--- config.mk ---
export PLATFORM = sky130hd
export DESIGN_NAME = slvs_ctrl
export DESIGN_NICKNAME = d
export VERILOG_FILES = /design/src/rtl/slvs_pkg.sv /design/src/rtl/slvs_ctrl.sv
export SDC_FILE = /design/constraint.sdc
export NUM_CORES = 1
export LEC_CHECK = 0
export ABC_AREA = 1
export BUFFER_PORTS_ARGS = -buffer_cell sky130_fd_sc_hd__buf_2
export CAP_MARGIN = 20
export CORE_ASPECT_RATIO = 1.75
export CORE_MARGIN = 10
export CORE_UTILIZATION = 30
export DETAILED_ROUTE_END_ITERATION = 7
export SYNTH_ARGS = -nofsm -noshare
export SYNTH_HDL_FRONTEND = slang
export SYNTH_SLANG_ARGS = --single-unit
--- constraint.sdc ---
create_clock -name clk -period 1.1 [get_ports clk]
set_input_delay 0.11 -clock clk [delete_from_list [all_inputs] [get_ports clk]]
set_output_delay 0.11 -clock clk [all_outputs]
set_load 0.01 [all_outputs]
--- src/rtl/slvs_pkg.sv ---
// Package for the scoped label value stack: entry layout, request, status and
// permission codes, controller states and the command and status bundles.
// No dependencies.
package slvs_pkg;

  localparam int LBL_W  = 16;
  localparam int VAL_W  = 32;
  localparam int REQ_W  = 4;
  localparam int ST_W   = 3;
  localparam int PERM_W = 3;

  localparam logic [LBL_W-1:0] LBL_EMPTY = 16'h0000;
  localparam logic [LBL_W-1:0] LBL_SEP   = 16'hFFFF;

  localparam logic [REQ_W-1:0] REQ_OPEN     = 4'd0;
  localparam logic [REQ_W-1:0] REQ_CLOSE    = 4'd1;
  localparam logic [REQ_W-1:0] REQ_SET_FREE = 4'd2;
  localparam logic [REQ_W-1:0] REQ_SET_LOCK = 4'd3;
  localparam logic [REQ_W-1:0] REQ_SET_ONCE = 4'd4;
  localparam logic [REQ_W-1:0] REQ_SET_MUL  = 4'd5;
  localparam logic [REQ_W-1:0] REQ_REWRITE  = 4'd6;
  localparam logic [REQ_W-1:0] REQ_MUL      = 4'd7;
  localparam logic [REQ_W-1:0] REQ_GET      = 4'd8;
  localparam logic [REQ_W-1:0] REQ_CHECK    = 4'd9;

  localparam logic [PERM_W-1:0] PERM_FREE  = 3'd0;
  localparam logic [PERM_W-1:0] PERM_ONCE  = 3'd1;
  localparam logic [PERM_W-1:0] PERM_SPENT = 3'd2;
  localparam logic [PERM_W-1:0] PERM_MUL   = 3'd3;
  localparam logic [PERM_W-1:0] PERM_LOCK  = 3'd4;

  localparam logic [ST_W-1:0] ST_OK       = 3'd0;
  localparam logic [ST_W-1:0] ST_NOTFOUND = 3'd1;
  localparam logic [ST_W-1:0] ST_OVERFLOW = 3'd2;
  localparam logic [ST_W-1:0] ST_UNDERFLOW = 3'd3;
  localparam logic [ST_W-1:0] ST_DUP      = 3'd4;
  localparam logic [ST_W-1:0] ST_DENIED   = 3'd5;
  localparam logic [ST_W-1:0] ST_NOTEMPTY = 3'd6;

  typedef struct packed {
    logic [LBL_W-1:0]        label;
    logic signed [VAL_W-1:0] value;
    logic signed [VAL_W-1:0] low;
    logic signed [VAL_W-1:0] high;
    logic [PERM_W-1:0]       perm;
  } entry_t;

  localparam int ENTRY_W = $bits(entry_t);

  typedef enum logic [3:0] {
    S_INIT, S_IDLE, S_F_ADDR, S_F_LOOK, S_M_RND, S_M_WR,
    S_CL_UP_ADDR, S_CL_UP_LOOK, S_CL_SEP, S_CL_DN, S_CL_DN_ADDR, S_CL_DN_LOOK,
    S_CLR, S_DONE
  } state_t;

  typedef enum logic [2:0] {
    PTR_HOLD, PTR_FB, PTR_FBM1, PTR_INC, PTR_DEC, PTR_ZERO
  } ptr_op_t;

  typedef enum logic [2:0] {
    WR_NONE, WR_CLEAR, WR_SEP, WR_SET, WR_VALUE, WR_MUL
  } wr_op_t;

  typedef enum logic [1:0] {
    FB_HOLD, FB_PTR1, FB_ZERO
  } fb_op_t;

  typedef struct packed {
    logic            ld_req;
    ptr_op_t         ptr_op;
    wr_op_t          wr_op;
    fb_op_t          fb_op;
    logic            mul_ld;
    logic            sat_ld;
    logic            res_ld;
    logic [ST_W-1:0] res_st;
    logic            res_acc;
    logic            res_rd;
    logic            out_ld;
  } cmd_t;

  typedef struct packed {
    logic [REQ_W-1:0]  in_req;
    logic              in_bad_label;
    logic [REQ_W-1:0]  cur_req;
    logic              ptr_end;
    logic              ptr_zero;
    logic              ptr_last;
    logic              ptr_room;
    logic              fb_zero;
    logic              ent_empty;
    logic              ent_sep;
    logic              ent_match;
    logic [PERM_W-1:0] ent_perm;
    logic              out_free;
  } stat_t;

endpackage

--- src/rtl/slvs_ctrl.sv ---
// Controller state machine of the scoped label value stack.
// Depends on slvs_pkg; drives the datapath through cmd_t and reads stat_t.
module slvs_ctrl (
  input  logic           clk,
  input  logic           rst,
  input  logic           in_valid,
  output logic           in_stall,
  input  slvs_pkg::stat_t stat,
  output slvs_pkg::cmd_t  cmd
);
  import slvs_pkg::*;

  state_t state, state_next;
  logic   found_end;
  logic   hit;
  logic   in_needs_label;

  assign found_end      = stat.ptr_end || stat.ent_empty;
  assign hit            = !found_end && stat.ent_match && (stat.cur_req != REQ_OPEN);
  assign in_needs_label = (stat.in_req >= REQ_SET_FREE) && (stat.in_req <= REQ_GET);

  always_ff @(posedge clk) begin
    if (rst) begin
      state <= S_INIT;
    end else begin
      state <= state_next;
    end
  end

  always_comb begin
    state_next = state;
    unique case (state)
      S_INIT: begin
        if (stat.ptr_last) state_next = S_IDLE;
      end
      S_IDLE: begin
        if (in_valid) begin
          if (in_needs_label && stat.in_bad_label) begin
            state_next = S_DONE;
          end else if (stat.in_req == REQ_OPEN || in_needs_label) begin
            state_next = S_F_ADDR;
          end else if (stat.in_req == REQ_CLOSE) begin
            state_next = stat.fb_zero ? S_DONE : S_CL_UP_ADDR;
          end else if (stat.in_req == REQ_CHECK) begin
            state_next = stat.fb_zero ? S_DONE : S_CLR;
          end else begin
            state_next = S_DONE;
          end
        end
      end
      S_F_ADDR: state_next = S_F_LOOK;
      S_F_LOOK: begin
        if (hit && stat.cur_req == REQ_MUL && stat.ent_perm == PERM_MUL) begin
          state_next = S_M_RND;
        end else if (hit || found_end) begin
          state_next = S_DONE;
        end else begin
          state_next = S_F_ADDR;
        end
      end
      S_M_RND:      state_next = S_M_WR;
      S_M_WR:       state_next = S_DONE;
      S_CL_UP_ADDR: state_next = S_CL_UP_LOOK;
      S_CL_UP_LOOK: state_next = found_end ? S_CL_SEP : S_CL_UP_ADDR;
      S_CL_SEP:     state_next = S_CL_DN;
      S_CL_DN:      state_next = stat.ptr_zero ? S_DONE : S_CL_DN_ADDR;
      S_CL_DN_ADDR: state_next = S_CL_DN_LOOK;
      S_CL_DN_LOOK: state_next = stat.ent_sep ? S_DONE : S_CL_DN;
      S_CLR: begin
        if (stat.ptr_last) state_next = S_DONE;
      end
      S_DONE: begin
        if (stat.out_free) state_next = S_IDLE;
      end
      default: state_next = S_INIT;
    endcase
  end

  always_comb begin
    cmd        = '0;
    cmd.ptr_op = PTR_HOLD;
    cmd.wr_op  = WR_NONE;
    cmd.fb_op  = FB_HOLD;
    cmd.res_st = ST_OK;
    in_stall   = 1'b1;
    unique case (state)
      S_INIT: begin
        cmd.wr_op  = WR_CLEAR;
        cmd.ptr_op = PTR_INC;
      end
      S_IDLE: begin
        in_stall = 1'b0;
        if (in_valid) begin
          cmd.ld_req = 1'b1;
          cmd.ptr_op = PTR_FB;
          if (in_needs_label && stat.in_bad_label) begin
            cmd.res_ld = 1'b1;
            cmd.res_st = ST_DENIED;
          end else if (stat.in_req == REQ_OPEN || in_needs_label) begin
            cmd.res_ld = 1'b0;
          end else if (stat.in_req == REQ_CLOSE) begin
            if (stat.fb_zero) begin
              cmd.res_ld = 1'b1;
              cmd.res_st = ST_UNDERFLOW;
            end
          end else if (stat.in_req == REQ_CHECK) begin
            if (stat.fb_zero) begin
              cmd.res_ld = 1'b1;
            end else begin
              cmd.ptr_op = PTR_ZERO;
              cmd.fb_op  = FB_ZERO;
            end
          end else begin
            cmd.res_ld = 1'b1;
            cmd.res_st = ST_DENIED;
          end
        end
      end
      S_F_LOOK: begin
        if (stat.cur_req == REQ_OPEN) begin
          if (found_end) begin
            cmd.res_ld = 1'b1;
            if (stat.ptr_room) begin
              cmd.wr_op   = WR_SEP;
              cmd.fb_op   = FB_PTR1;
              cmd.res_acc = 1'b1;
            end else begin
              cmd.res_st = ST_OVERFLOW;
            end
          end else begin
            cmd.ptr_op = PTR_INC;
          end
        end else if (hit) begin
          case (stat.cur_req)
            REQ_REWRITE: begin
              cmd.res_ld = 1'b1;
              if (stat.ent_perm == PERM_FREE || stat.ent_perm == PERM_ONCE) begin
                cmd.wr_op   = WR_VALUE;
                cmd.res_acc = 1'b1;
              end else begin
                cmd.res_st = ST_DENIED;
              end
            end
            REQ_MUL: begin
              if (stat.ent_perm == PERM_MUL) begin
                cmd.mul_ld = 1'b1;
              end else begin
                cmd.res_ld = 1'b1;
                cmd.res_st = ST_DENIED;
              end
            end
            REQ_GET: begin
              cmd.res_ld  = 1'b1;
              cmd.res_acc = 1'b1;
              cmd.res_rd  = 1'b1;
            end
            default: begin
              cmd.wr_op   = WR_SET;
              cmd.res_ld  = 1'b1;
              cmd.res_acc = 1'b1;
              cmd.res_st  = ST_DUP;
            end
          endcase
        end else if (found_end) begin
          cmd.res_ld = 1'b1;
          if (stat.cur_req >= REQ_REWRITE) begin
            cmd.res_st = ST_NOTFOUND;
          end else if (stat.ptr_end) begin
            cmd.res_st = ST_OVERFLOW;
          end else begin
            cmd.wr_op   = WR_SET;
            cmd.res_acc = 1'b1;
          end
        end else begin
          cmd.ptr_op = PTR_INC;
        end
      end
      S_M_RND: cmd.sat_ld = 1'b1;
      S_M_WR: begin
        cmd.wr_op   = WR_MUL;
        cmd.res_ld  = 1'b1;
        cmd.res_acc = 1'b1;
      end
      S_CL_UP_LOOK: begin
        if (found_end) begin
          cmd.ptr_op = PTR_FBM1;
        end else begin
          cmd.wr_op  = WR_CLEAR;
          cmd.ptr_op = PTR_INC;
        end
      end
      S_CL_SEP: cmd.wr_op = WR_CLEAR;
      S_CL_DN: begin
        if (stat.ptr_zero) begin
          cmd.fb_op   = FB_ZERO;
          cmd.res_ld  = 1'b1;
          cmd.res_acc = 1'b1;
        end else begin
          cmd.ptr_op = PTR_DEC;
        end
      end
      S_CL_DN_LOOK: begin
        if (stat.ent_sep) begin
          cmd.fb_op   = FB_PTR1;
          cmd.res_ld  = 1'b1;
          cmd.res_acc = 1'b1;
        end
      end
      S_CLR: begin
        cmd.wr_op  = WR_CLEAR;
        cmd.ptr_op = PTR_INC;
        if (stat.ptr_last) begin
          cmd.res_ld  = 1'b1;
          cmd.res_acc = 1'b1;
          cmd.res_st  = ST_NOTEMPTY;
        end
      end
      S_DONE: cmd.out_ld = stat.out_free;
      default: cmd.ld_req = 1'b0;
    endcase
  end

endmodule

==> impl_metrics.env <==
export IMPL_critPathBufInv=5
export IMPL_numClockSinks=4
export IMPL_yosysWarnings=0
export IMPL_grt_remaining_overflow=0
export IMPL_post_synth_cell_area_avg_sq_um=4.98
export IMPL_synth_top_area_share=0.211
export IMPL_setup_viol=23
export IMPL_slew_violations=0
export IMPL_rows=25
export IMPL_hold_depth=2
export IMPL_die_area_sq_um=5460
export IMPL_critPathCaptureType="output pin"
export IMPL_violations="setup timing"
export IMPL_fmax_ghz=0.605
export IMPL_grt_pass1_wl_microns=7180
export IMPL_hold_path_startpoint="rst"
export IMPL_pin_count=43
export IMPL_fin_crit_sh=1.50
export IMPL_clk_pin_slew_ps=30
export IMPL_worstSetupPathType="flop to output pin"
export IMPL_slew_headroom=0.823
export IMPL_startpoint="state[0]$_SDFFE_PP0P_"
export IMPL_cp_max_fo=4
export IMPL_hold_viol=0
export IMPL_gp_congestion=0.969
export IMPL_cp_arrival_ps=1540
export IMPL_crit_chain="buf_6 -> nand2_8 -> inv_1 -> nand2_2 -> inv_1 -> buf_4 -> nor2_1 -> nand3_2 -> buf_6"
export IMPL_rsz0062_at_grt="true"
export IMPL_yosysSeqAreaShare=0.0940
export IMPL_setup_ws_ps=-552
export IMPL_fin_skew_ps=2.19
export IMPL_final_common_cell="buf_4"
export IMPL_synth_area_top_cells="nand2_1 21%, nand3_1 14%, nor2_1 12%"
export IMPL_p_per_area_nw_per_um2=1840
export IMPL_synth_seq_cells=4
export IMPL_cp_required_ps=990
export IMPL_leakage_nw=1.05
export IMPL_crit_family="buffers and inverters"
export IMPL_drt_total_wl_microns=4350
export IMPL_reg_largest_list="state: 4 flops"
export IMPL_worst_slew_pin_slew_ps=264
export IMPL_run_status="finished, violations left"
export IMPL_cap_violations=0
export IMPL_areaGrowthSynthToFinish_pct=125
export IMPL_min_to="state[0]$_SDFFE_PP0P_"
export IMPL_start_util=0.313
export IMPL_start_kind="flop"
export IMPL_syn_inst=171
export IMPL_track_usage=0.158
export IMPL_slowest_stage="dfxtp_4"
export IMPL_synth_area_leader_cell="nand2_1"
export IMPL_final_antenna_net_count=0
export IMPL_ir_drop_v=0.000671
export IMPL_antenna_found_initial=0
export IMPL_grt_max_degree=7
export IMPL_fin_crit_ps=1650
export IMPL_ctsHoldBuffers=0
export IMPL_rr_worst_depth=10
export IMPL_diodes=0
export IMPL_cts_buffer_depth=2
export IMPL_slowest_delay_ps=340
export IMPL_cts_buffers=3
export IMPL_drive_above_1_share=0.590
export IMPL_drc=0
export IMPL_hold_slack_ps=92.0
export IMPL_num_vias=1542
export IMPL_first_pass_iters=4
export IMPL_cts_root_buf="clkbuf_8"
export IMPL_rr_endpoint="state[3]$_SDFFE_PP0P_"
export IMPL_drt_iter0_drc=55
export IMPL_largest_reg_flops=4
export IMPL_regMostFlops="state"
export IMPL_htree_levels=1
export IMPL_routedWlPerCell_microns=14.2
export IMPL_finalPower_w=0.00353
export IMPL_fin_nets=304
export IMPL_synth_fp_nets=195
export IMPL_hold_class="primary input to flop"
export IMPL_final_cell_mix="53 x buf_4, 35 x nand2_1, 35 x buf_2"
export IMPL_dpl_hpwl_microns=3450
export IMPL_port_buffer_count=42
export IMPL_cts_tree="built"
export IMPL_synth_area_sq_um=852
export IMPL_fillers=257
export IMPL_viasPerCell=5.06
export IMPL_die_y_microns=90.5
export IMPL_r2r_setup_slack_ps=-300
export IMPL_timing_rr_start="state[0]$_SDFFE_PP0P_"
export IMPL_clkLatencyLatePin_ps=220
export IMPL_die_x_microns=60.3
export IMPL_core_area_sq_um=2720
export IMPL_grt_pass1_vias=1677
export IMPL_ys_types=24
==> how the worst max path moves through the flow <==
| stage | to | slack [ps] | cells after the start |
|---|---|---|---|
| after floorplan | cmd[11] | -180 | 8 |
| after CTS | cmd[11] | -550 | 9 |
| after global placement | cmd[11] | -330 | 9 |
| after detailed placement | cmd[11] | -340 | 9 |
| after global routing | cmd[11] | -630 | 9 |
| final | cmd[11] | -550 | 9 |
==> through the flow <==
| step | cells | setup slack (ps) | area, sq um | TNS [ps] | util |
|---|---|---|---|---|---|
| floorplan | 171 | -185 | 925 | -1500 | - |
| global placement | 291 | -328 | 1550 | -5220 | 0.570 |
| detailed placement | 291 | -341 | 1550 | -5330 | 0.570 |
| CTS | 300 | -545 | 1770 | -8680 | 0.650 |
| global route | 305 | -631 | 1910 | -10830 | 0.703 |
| finish | 305 | -552 | 1910 | -9270 | 0.703 |
==> power by group <==
group	total, W	switching, W	internal (W)
Sequential	0.000354	0.000115	0.000239
Clock	0.000315	0.0000817	0.000234
Combinational	0.00286	0.00143	0.00142
==> routing by layer <==
layer / GRT usage / part of all wire / vias up
li1: - / - / 777
met2: 0.316 / 0.59 / 45
met4: 0.0602 / 0.040 / 0
met5: 0 / 0 / -
met3: 0.0324 / 0.051 / 16
met1: 0.138 / 0.32 / 704
==> synthesized netlist by cell type <==
| cell | instances |
|---|---|
| nand2_1 | 48 |
| nor2_1 | 27 |
| inv_1 | 24 |
| nand3_1 | 23 |
| a21oi_1 | 7 |
| o21ai_0 | 7 |
| dfxtp_1 | 4 |
| nand4_1 | 4 |
| nor2_2 | 4 |
| nor2_4 | 3 |
| o21ai_1 | 3 |
| inv_2 | 2 |
| nor3_1 | 2 |
| o211ai_1 | 2 |
| o31ai_1 | 2 |
| a22oi_1 | 1 |
| and2_2 | 1 |
| buf_4 | 1 |
| nand2_2 | 1 |
| nor3_2 | 1 |
| nor4_1 | 1 |
| o2111ai_1 | 1 |
| o221ai_1 | 1 |
| or2_1 | 1 |
==> logic make-up after synthesis <==
group	synth area share
and+or+nand+nor	0.618
buffers and inverters	0.123
AOI/OAI and AO/OA	0.164
DFF	0.0940
==> worst register-to-register path, cell delays in order (launching register included) <==
cell	delay (ps)
dfxtp_4	340
buf_6	130
buf_6	120
nor2_4	120
nand2_4	80
buf_6	130
nand3_1	90
nor2_2	40
nand3_1	90
nand2_1	60
a21oi_1	130
==> layout make-up <==
class	instances	area [sq um]	area share
clock buffer	3	41.3	0.0216
tap	27	33.8	0.0177
multi-input combinational	140	871	0.455
timing repair buffer	105	764	0.400
sequential	4	95.1	0.0497
inverter	26	108	0.0562
==> repair_timing <==
action,CTS,global route
setup endpoints to repair,23,23
setup buffers,6,6
pin swaps,10,15
hold endpoints to repair,0,0
resized for setup,35,28
cloned,0,0
Power figures use the tool's default switching activity.
